<file path="src/rtl/mrb_pkg.sv">
// Shared types and constants of the message ring buffer.
// Depends on nothing; mrb_ctrl, mrb_dpath and message_ring_buffer import it.
`default_nettype none

package mrb_pkg;

  localparam int DATA_W = 8;
  localparam int LEN_W  = 16;

  // Input cmd codes
  localparam logic CMD_PUT = 1'b0;
  localparam logic CMD_GET = 1'b1;

  // Output kind codes
  localparam logic KIND_STATUS = 1'b0;
  localparam logic KIND_DATA   = 1'b1;

  typedef enum logic [2:0] {
    ST_OK       = 3'd0,
    ST_FULL     = 3'd1,
    ST_TOO_LONG = 3'd2,
    ST_EMPTY    = 3'd3,
    ST_BAD      = 3'd4
  } status_e;

  typedef struct packed {
    logic              cmd;
    logic [DATA_W-1:0] data_byte;
    logic              last;
    logic [LEN_W-1:0]  req_len;
    logic [LEN_W-1:0]  max_len;
  } in_t;

  typedef struct packed {
    logic              kind;
    logic [DATA_W-1:0] out_byte;
    status_e           status;
    logic              end_of_run;
  } out_t;

  typedef enum logic [1:0] {
    S_IDLE,
    S_LEN,
    S_DATA
  } state_e;

  typedef enum logic [1:0] {
    OUT_NONE,
    OUT_PUT,
    OUT_STAT,
    OUT_BYTE
  } out_sel_e;

  // Controller to datapath
  typedef struct packed {
    logic     put_step;
    logic     get_start;
    logic     len_load;
    logic     rd_issue;
    logic     rd_advance;
    out_sel_e out_sel;
    status_e  st_code;
  } ctrl_cmd_t;

  // Datapath to controller
  typedef struct packed {
    logic out_free;
    logic get_bad;
    logic ring_empty;
    logic rem_zero;
    logic rd_valid;
  } dp_stat_t;

endpackage

`default_nettype wire

</file>
<file path="src/rtl/mrb_ram.sv">
// Generic simple dual-port RAM: one write port, one registered read port.
// Depends on nothing.
`default_nettype none

module mrb_ram #(
  parameter int WIDTH = 8,
  parameter int DEPTH = 256
) (
  input  wire logic                     clk_i,
  input  wire logic                     we_i,
  input  wire logic [$clog2(DEPTH)-1:0] waddr_i,
  input  wire logic [WIDTH-1:0]         wdata_i,
  input  wire logic                     re_i,
  input  wire logic [$clog2(DEPTH)-1:0] raddr_i,
  output logic      [WIDTH-1:0]         rdata_o
);

  logic [WIDTH-1:0] mem_q [DEPTH];
  logic [WIDTH-1:0] rdata_q;

  always_ff @(posedge clk_i) begin
    if (we_i) begin
      mem_q[waddr_i] <= wdata_i;
    end
    if (re_i) begin
      rdata_q <= mem_q[raddr_i];
    end
  end

  assign rdata_o = rdata_q;

endmodule

`default_nettype wire

</file>
<file path="src/rtl/mrb_ctrl.sv">
// Controller state machine of the message ring buffer.
// Depends on mrb_pkg; drives mrb_dpath through ctrl_cmd_t.
`default_nettype none

module mrb_ctrl
  import mrb_pkg::*;
(
  input  wire logic       clk_i,
  input  wire logic       rst_ni,
  input  wire logic       in_valid_i,
  input  wire logic       in_cmd_i,
  input  wire logic       in_last_i,
  input  wire dp_stat_t   stat_i,
  output logic            in_ready_o,
  output ctrl_cmd_t       cmd_o
);

  state_e state_q, state_d;
  logic   accept;
  logic   byte_load;

  always_ff @(posedge clk_i or negedge rst_ni) begin
    if (!rst_ni) begin
      state_q <= S_IDLE;
    end else begin
      state_q <= state_d;
    end
  end

  always_comb begin
    state_d    = state_q;
    in_ready_o = 1'b0;
    accept     = 1'b0;
    byte_load  = 1'b0;
    cmd_o      = '{put_step: 1'b0, get_start: 1'b0, len_load: 1'b0, rd_issue: 1'b0,
                   rd_advance: 1'b0, out_sel: OUT_NONE, st_code: ST_OK};
    case (state_q)
      S_IDLE: begin
        in_ready_o = stat_i.out_free;
        accept     = in_valid_i && stat_i.out_free;
        if (accept) begin
          if (in_cmd_i == CMD_PUT) begin
            cmd_o.put_step = 1'b1;
            if (in_last_i) begin
              cmd_o.out_sel = OUT_PUT;
            end
          end else if (stat_i.get_bad) begin
            cmd_o.out_sel = OUT_STAT;
            cmd_o.st_code = ST_BAD;
          end else if (stat_i.ring_empty) begin
            cmd_o.out_sel = OUT_STAT;
            cmd_o.st_code = ST_EMPTY;
          end else begin
            cmd_o.get_start = 1'b1;
            state_d         = S_LEN;
          end
        end
      end
      S_LEN: begin
        cmd_o.len_load = 1'b1;
        state_d        = S_DATA;
      end
      S_DATA: begin
        // Move fetched byte to output, refill the read stage behind it
        byte_load      = stat_i.rd_valid && stat_i.out_free;
        cmd_o.rd_issue = !stat_i.rem_zero && (!stat_i.rd_valid || byte_load);
        if (byte_load) begin
          cmd_o.out_sel = OUT_BYTE;
        end else if (stat_i.rem_zero && !stat_i.rd_valid && stat_i.out_free) begin
          cmd_o.out_sel    = OUT_STAT;
          cmd_o.st_code    = ST_OK;
          cmd_o.rd_advance = 1'b1;
          state_d          = S_IDLE;
        end
      end
      default: begin
        state_d = S_IDLE;
      end
    endcase
  end

endmodule

`default_nettype wire

</file>
<file path="src/rtl/mrb_dpath.sv">
// Datapath of the message ring buffer: slot pointers, put tracking,
// byte and length memories, output register. Depends on mrb_pkg, mrb_ram.
`default_nettype none

module mrb_dpath
  import mrb_pkg::*;
#(
  parameter int SLOT_COUNT = 8,
  parameter int SLOT_SIZE  = 32
) (
  input  wire logic       clk_i,
  input  wire logic       rst_ni,
  input  wire in_t        in_data_i,
  input  wire ctrl_cmd_t  cmd_i,
  output dp_stat_t        stat_o,
  output logic            out_valid_o,
  output out_t            out_data_o,
  input  wire logic       out_ready_i
);

  localparam int SW    = $clog2(SLOT_COUNT);
  localparam int CW    = $clog2(SLOT_SIZE + 1);
  localparam int DEPTH = SLOT_COUNT * SLOT_SIZE;
  localparam int AW    = $clog2(DEPTH);

  logic [SW-1:0] rd_slot_q, rd_slot_d, wr_slot_q, wr_slot_d;
  logic [SW-1:0] rd_next, wr_next;
  logic [CW-1:0] put_cnt_q, put_cnt_d, req_q, req_d, rem_q, rem_d, off_q, off_d;
  logic [CW-1:0] cnt_eff, cnt_new, get_n;
  logic          put_act_q, put_act_d, put_fault_q, put_fault_d;
  logic          fault_new, put_fits, ring_full;
  logic          rv_q, rv_d, out_valid_q, out_valid_d, out_free;
  out_t          out_q, out_d;
  status_e       put_st;

  logic              dat_we, len_we;
  logic [AW-1:0]     dat_waddr, dat_raddr;
  logic [DATA_W-1:0] dat_rdata;
  logic [CW-1:0]     len_rdata;

  assign rd_next   = (rd_slot_q == SW'(SLOT_COUNT - 1)) ? '0 : rd_slot_q + 1'b1;
  assign wr_next   = (wr_slot_q == SW'(SLOT_COUNT - 1)) ? '0 : wr_slot_q + 1'b1;
  assign ring_full = (wr_next == rd_slot_q);
  assign out_free  = !out_valid_q || out_ready_i;

  // A new message restarts the byte count
  assign cnt_eff   = put_act_q ? put_cnt_q : '0;
  assign put_fits  = cnt_eff < CW'(SLOT_SIZE);
  assign cnt_new   = put_fits ? cnt_eff + 1'b1 : cnt_eff;
  assign fault_new = (put_act_q && put_fault_q) || !put_fits;
  assign put_st    = fault_new ? ST_TOO_LONG : (ring_full ? ST_FULL : ST_OK);

  assign dat_we    = cmd_i.put_step && put_fits;
  assign dat_waddr = AW'(wr_slot_q) * AW'(SLOT_SIZE) + AW'(cnt_eff);
  assign dat_raddr = AW'(rd_slot_q) * AW'(SLOT_SIZE) + AW'(off_q);
  assign len_we    = cmd_i.put_step && in_data_i.last && (put_st == ST_OK);

  // Request was bounded by the slot size, so the stored length and the
  // request are the only limits left
  assign get_n = (len_rdata < req_q) ? len_rdata : req_q;

  always_comb begin
    rd_slot_d   = rd_slot_q;
    wr_slot_d   = wr_slot_q;
    put_cnt_d   = put_cnt_q;
    put_act_d   = put_act_q;
    put_fault_d = put_fault_q;
    req_d       = req_q;
    rem_d       = rem_q;
    off_d       = off_q;
    rv_d        = rv_q;
    out_d       = out_q;
    out_valid_d = out_valid_q && !out_ready_i;

    if (cmd_i.put_step) begin
      if (in_data_i.last) begin
        put_act_d   = 1'b0;
        put_cnt_d   = '0;
        put_fault_d = 1'b0;
        if (put_st == ST_OK) begin
          wr_slot_d = wr_next;
        end
      end else begin
        put_act_d   = 1'b1;
        put_cnt_d   = cnt_new;
        put_fault_d = fault_new;
      end
    end

    if (cmd_i.get_start) begin
      req_d = CW'(in_data_i.req_len);
    end
    if (cmd_i.len_load) begin
      rem_d = get_n;
      off_d = '0;
    end
    if (cmd_i.rd_issue) begin
      rem_d = rem_q - 1'b1;
      off_d = off_q + 1'b1;
      rv_d  = 1'b1;
    end else if (cmd_i.out_sel == OUT_BYTE) begin
      rv_d = 1'b0;
    end
    if (cmd_i.rd_advance) begin
      rd_slot_d = rd_next;
    end

    case (cmd_i.out_sel)
      OUT_PUT: begin
        out_d       = '{kind: KIND_STATUS, out_byte: '0, status: put_st, end_of_run: 1'b1};
        out_valid_d = 1'b1;
      end
      OUT_STAT: begin
        out_d       = '{kind: KIND_STATUS, out_byte: '0, status: cmd_i.st_code,
                        end_of_run: 1'b1};
        out_valid_d = 1'b1;
      end
      OUT_BYTE: begin
        out_d       = '{kind: KIND_DATA, out_byte: dat_rdata, status: ST_OK, end_of_run: 1'b0};
        out_valid_d = 1'b1;
      end
      default: begin
      end
    endcase
  end

  always_ff @(posedge clk_i or negedge rst_ni) begin
    if (!rst_ni) begin
      rd_slot_q   <= '0;
      wr_slot_q   <= '0;
      put_cnt_q   <= '0;
      put_act_q   <= 1'b0;
      put_fault_q <= 1'b0;
      rv_q        <= 1'b0;
      out_valid_q <= 1'b0;
    end else begin
      rd_slot_q   <= rd_slot_d;
      wr_slot_q   <= wr_slot_d;
      put_cnt_q   <= put_cnt_d;
      put_act_q   <= put_act_d;
      put_fault_q <= put_fault_d;
      rv_q        <= rv_d;
      out_valid_q <= out_valid_d;
    end
  end

  always_ff @(posedge clk_i) begin
    req_q <= req_d;
    rem_q <= rem_d;
    off_q <= off_d;
    out_q <= out_d;
  end

  mrb_ram #(
    .WIDTH (DATA_W),
    .DEPTH (DEPTH)
  ) u_byte_ram (
    .clk_i   (clk_i),
    .we_i    (dat_we),
    .waddr_i (dat_waddr),
    .wdata_i (in_data_i.data_byte),
    .re_i    (cmd_i.rd_issue),
    .raddr_i (dat_raddr),
    .rdata_o (dat_rdata)
  );

  mrb_ram #(
    .WIDTH (CW),
    .DEPTH (SLOT_COUNT)
  ) u_len_ram (
    .clk_i   (clk_i),
    .we_i    (len_we),
    .waddr_i (wr_slot_q),
    .wdata_i (cnt_new),
    .re_i    (1'b1),
    .raddr_i (rd_slot_q),
    .rdata_o (len_rdata)
  );

  assign stat_o = '{
    out_free:   out_free,
    get_bad:    (in_data_i.req_len > LEN_W'(SLOT_SIZE)) ||
                (in_data_i.max_len < in_data_i.req_len),
    ring_empty: (rd_slot_q == wr_slot_q),
    rem_zero:   (rem_q == '0),
    rd_valid:   rv_q
  };

  assign out_valid_o = out_valid_q;
  assign out_data_o  = out_q;

endmodule

`default_nettype wire

</file>
<file path="src/rtl/message_ring_buffer.sv">
// Top level of the message ring buffer: controller plus datapath.
// Depends on mrb_pkg, mrb_ctrl, mrb_dpath (and mrb_ram below it).
//
//   channel | direction | handshake               | payload
//   --------+-----------+-------------------------+--------------------
//   in      | input     | in_valid_i / in_ready_o | in_data_i  (in_t)
//   out     | output    | out_valid_o/out_ready_i | out_data_o (out_t)
//
// A put word and a rejected get (bad request, empty ring) are taken
// without leaving the idle state. An accepted get holds the input through
// its whole run: the accept, a read of the slot length, a fetch of the
// first byte from the registered byte memory, one byte a cycle while the
// output does not stall, then the final ok status. A zero-length get
// skips the fetch. Reset restores the slot pointers and the put state at
// once; slot contents are not cleared and need no clearing pass.
// An output stall holds the word in the output register and pauses the
// byte stream in place; no input word is taken while the register holds a
// word that does not leave in the same cycle.
`default_nettype none

module message_ring_buffer
  import mrb_pkg::*;
#(
  parameter int SLOT_COUNT = 8,
  parameter int SLOT_SIZE  = 32
) (
  input  wire logic  clk_i,
  input  wire logic  rst_ni,
  input  wire logic  in_valid_i,
  output logic       in_ready_o,
  input  wire in_t   in_data_i,
  output logic       out_valid_o,
  input  wire logic  out_ready_i,
  output out_t       out_data_o
);

  ctrl_cmd_t ctrl_cmd;
  dp_stat_t  dp_stat;

  // Sequence put words, get checks and the byte stream
  mrb_ctrl u_ctrl (
    .clk_i      (clk_i),
    .rst_ni     (rst_ni),
    .in_valid_i (in_valid_i),
    .in_cmd_i   (in_data_i.cmd),
    .in_last_i  (in_data_i.last),
    .stat_i     (dp_stat),
    .in_ready_o (in_ready_o),
    .cmd_o      (ctrl_cmd)
  );

  // Hold slot pointers, message storage and the output register
  mrb_dpath #(
    .SLOT_COUNT (SLOT_COUNT),
    .SLOT_SIZE  (SLOT_SIZE)
  ) u_dpath (
    .clk_i       (clk_i),
    .rst_ni      (rst_ni),
    .in_data_i   (in_data_i),
    .cmd_i       (ctrl_cmd),
    .stat_o      (dp_stat),
    .out_valid_o (out_valid_o),
    .out_data_o  (out_data_o),
    .out_ready_i (out_ready_i)
  );

  // Never fetch past the end of the requested run
  a_issue_in_range: assert property (@(posedge clk_i) disable iff (!rst_ni)
    ctrl_cmd.rd_issue |-> !dp_stat.rem_zero)
    else $error("byte fetch issued with no bytes remaining");

  // Free a slot only when the ring holds a message
  a_advance_nonempty: assert property (@(posedge clk_i) disable iff (!rst_ni)
    ctrl_cmd.rd_advance |-> !dp_stat.ring_empty)
    else $error("read slot advanced on an empty ring");

  // An accepted get that passes its checks blocks the input next cycle
  a_get_blocks: assert property (@(posedge clk_i) disable iff (!rst_ni)
    (in_valid_i && in_ready_o && (in_data_i.cmd == CMD_GET) &&
     !dp_stat.get_bad && !dp_stat.ring_empty) |=> !in_ready_o)
    else $error("input accepted while a get is streaming");

endmodule

`default_nettype wire
</file>
<file path="config.mk">
export PLATFORM = sky130hd
export DESIGN_NAME = message_ring_buffer
export DESIGN_NICKNAME = d
export VERILOG_FILES = /design/src/rtl/mrb_pkg.sv /design/src/rtl/mrb_ram.sv /design/src/rtl/mrb_ctrl.sv /design/src/rtl/mrb_dpath.sv /design/src/rtl/message_ring_buffer.sv
export SDC_FILE = /design/constraint.sdc
export NUM_CORES = 2
export LEC_CHECK = 0
export BUFFER_PORTS_ARGS = -buffer_cell sky130_fd_sc_hd__buf_2
export CORE_MARGIN = 2
export CORE_UTILIZATION = 45
export CTS_CLUSTER_DIAMETER = 60
export CTS_CLUSTER_SIZE = 40
export DETAILED_ROUTE_END_ITERATION = 10
export REMOVE_ABC_BUFFERS = 1
export SKIP_LAST_GASP = 1
export SYNTH_ARGS = -nofsm -noshare
export SYNTH_HDL_FRONTEND = slang
export SYNTH_HIERARCHICAL = 1
export SYNTH_SLANG_ARGS = --single-unit
</file>
<file path="constraint.sdc">
create_clock -name clk_i -period 3.9 [get_ports clk_i]
set_input_delay 0.39 -clock clk_i [delete_from_list [all_inputs] [get_ports clk_i]]
set_output_delay 0.39 -clock clk_i [all_outputs]
set_load 0.05 [all_outputs]
</file>
==> results.toml <==
[outcome]
status = "finished, violations left"
violations = "setup timing"

[sta]
setup_tns_ps = -8.043
layout_min_cycle_time_ps = 3908
max_freq_mhz = 255.9
slew_headroom_pct = 26.63
skew_ps = 43.19
drv_slew = 0
rsz0062_at_grt = "false"
timing.final.ws_setup_ps = -8.043
post-route-period-util_pct = 100.2
final_hold_viol_count = 0
worstMarginPinSlew_ps = 1101
setup_viol = 1

[routing]
via_count = 42520
drtPass1Iterations = 6
antenna_left = 0
wl_per_cell_um = 29.55
via_per_inst = 5.930
drt-total-wl_um = 211900
drc = 0
drt_iter0_drc = 5084

[placed_design]
dpl.hpwl_um = 136100
portBuffers = 60
gp_congestion = 0.8652

[power_and_ir_drop]
comb_power_share_pct = 3.4
powerDensity_mw_per_mm2 = 450.5
p_leak_uw = 0.03017
p_sw_uw = 9780
seqPwrFrac_pct = 59.3
p_sw_share_pct = 22.57
clkPwrFrac_pct = 37.3
ir_drop_mv = 0.2925
internal_power_uw = 33540

[global_route]
grt_overflow = 0
antenna_found_initial = 5
grt_start_max_net_pins = 138
grt_pass1_vias = 42460
grt_pass1_wl_um = 304200
grt_use_total_pct = 22.01

[synth]
avgSynthCellArea_um2 = 20.64
syn_inst = 4112
seq_area_frac_synth_pct = 76.28
synth_ff_type = "edfxtp_1"
synthArstFlopShare_pct = 0.8337
synth_edf_count = 2141
ys_warn_count = 6
synth.cell_area_mm2 = 0.08487
synth_cell_types = 78
synth_seq_cells = 2159

[clock_tree]
post_cts_buffers = 0
cts.sinks = 2159
clockBufferDepth = 3
htree_levels = 4
path_clk_slew_ps = 90
insertion_delay_ps = 820
numCtsBuffers = 135
root_buffer = "clkbuf_16"
cts_tree = "done"

[cells_and_area]
fin_nets = 4637
fin_util_pct = 51.26
final_cell_mix = "edfxtp_1 (2141), mux4_2 (454), buf_4 (436)"
final_common_cell = "edfxtp_1"
n_fill_cell = 14780
area_delta_synth_final_pct = 13.31
drive_gt1_share_pct = 27.56

[critical_path]
required_ps = 4430
critPathArrivalTime_ps = 4440
cp_max_fo = 13
worstSetupPathType = "reg -> reg"
worstSetupStartpointType = "flip-flop"
crit_path_end_kind = "flip-flop"

[floorplanning]
core_area_mm2 = 0.1876
ioPinCount = 61
die-area_mm2 = 0.1921
initial_core_util_pct = 45.24
row_count = 159
fp.dieW_um = 438.3
die_h_um = 438.3

[flow_run]
maxCapViolCount = 0

[hold_path]
hp-class = "in -> reg"
sequential cells by signal (all words and copies together) (netlist names):
name,cells
u_ctrl/state_q,2
u_dpath/off_q,6
u_dpath/out_data_o,13
u_dpath/out_valid_o,1
u_dpath/put_act_q,1
u_dpath/put_cnt_q,6
u_dpath/put_fault_q,1
u_dpath/rd_slot_q,3
u_dpath/rem_q,6
u_dpath/req_q,6
u_dpath/rv_q,1
u_dpath/u_byte_ram/mem_q,2048
u_dpath/u_byte_ram/rdata_o,8
u_dpath/u_len_ram/mem_q,48
u_dpath/u_len_ram/rdata_o,6
u_dpath/wr_slot_q,3
final timing paths:
kind	from	to	slack (ps)	cells past startpoint
setup / recovery	u_dpath/off_q[5]$_SDFFCE_PN0P_	u_dpath/u_byte_ram/rdata_o[5]$_DFFE_PP_	-8	9
hold / removal	in_data_i[37]	u_dpath/u_byte_ram/mem_q[74][4]$_DFFE_PP_	70	1
setup reg to reg	u_dpath/off_q[5]$_SDFFCE_PN0P_	u_dpath/u_byte_ram/rdata_o[5]$_DFFE_PP_	-8	9
hold reg to reg	u_dpath/rv_q$_DFFE_PN0P_	u_dpath/rv_q$_DFFE_PN0P_	560	1
max in group asynchronous	rst_ni	u_dpath/put_cnt_q[3]$_DFFE_PN0P_	3310	2
min in group asynchronous	rst_ni	u_dpath/rd_slot_q[2]$_DFFE_PN0P_	150	2
synthesized netlist by cell type, drive strengths merged, types with 17 or more instances:
cell       n  area [µm²]
a211oi    17       127.6
a21oi    104       520.5
a22oi    133       998.5
buf      130        1092
clkbuf   115       431.7
dfrtp     18       450.4
edfxtp  2141       64290
ha        32       400.4
inv       35       131.4
mux2i    146        1461
mux4     468       10590
nand2     50       197.7
nand2b    20       125.1
nand3     42       215.2
nand4     17       106.4
nor2     299        1122
nor2b     35       219.0
nor3      30       155.1
nor4      28       193.9
o21ai     23       137.6
o221ai    47       417.9
o22ai     30       187.7
through the flow:
| stage | worst slack, ps | cells | cell area, µm² | power (µW) | hold slack [ps] |
|---|---|---|---|---|---|
| 2_1_floorplan | -20830 | 3872 | 83370 | 26730 | 94.41 |
| 3_3_place_gp | 98.07 | 6907 | 91090 | 27630 | 433.4 |
| 3_5_place_dp | 83.94 | 6907 | 91090 | 27670 | 438.9 |
| 4_1_cts | 77.57 | 7168 | 96150 | 43670 | 71.33 |
| 5_1_grt | 24.40 | 7169 | 96160 | 44570 | 79.05 |
| 6_report | -8.043 | 7171 | 96170 | 43320 | 69.16 |
layer usage:
layer  wire, µm  vias to the layer above  share of wire, %  GRT usage [%]
li1           -                    17950                 -              -
met1      86380                    22640                41          30.52
met2     104100                     1647                49          36.01
met3      15040                      285               7.1          3.541
met4       6340                        2               3.0          6.819
met5         15                        -            0.0071              0
power groups by stage:
stage               registers, µW  logic (µW)  clock network, µW
detailed placement          26200        1460                  0
global placement            26200        1420                  0
CTS                         25700        1470              16500
finish                      25700        1460              16200
floorplan                   26200         512                  0
global route                25700        1560              17300
cells by family after synthesis:
kind of cell	synth area share (%)
AOI/OAI and AO/OA	3.521
xor gates and xnor gates	0.2049
adders and majority gates	0.4718
buffers and inverters	1.955
DFF	76.28
muxes	14.40
other	0.004419
and+or+nand+nor	3.158
final cells by class:
type / instances / area [µm²] / share of cell area (%)
multi-input cells: 1677 / 18570 / 19.31
inverters: 36 / 135.1 / 0.1405
flip-flops and latches: 2159 / 64740 / 67.32
clock buffers: 148 / 3597 / 3.740
diodes: 3 / 7.507 / 0.007806
clock inverters: 103 / 1358 / 1.412
well taps: 2495 / 3122 / 3.246
repair buffers: 550 / 4634 / 4.819
critical path: stages (launching register included):
cell	delay, ps
edfxtp_1	420
ha_1	200
ha_1	530
nor3b_1	690
buf_4	330
o221ai_1	200
o22ai_1	250
o32ai_1	150
nor3_1	680
nor4_1	160
timing repair:
action | CTS | global route
hold endpoints to repair | 52 | 0
setup endpoints to repair | 0 | 2
hold buffers | 10 | 0
resized for setup | 0 | 2
(Power assumes the default switching activity.)
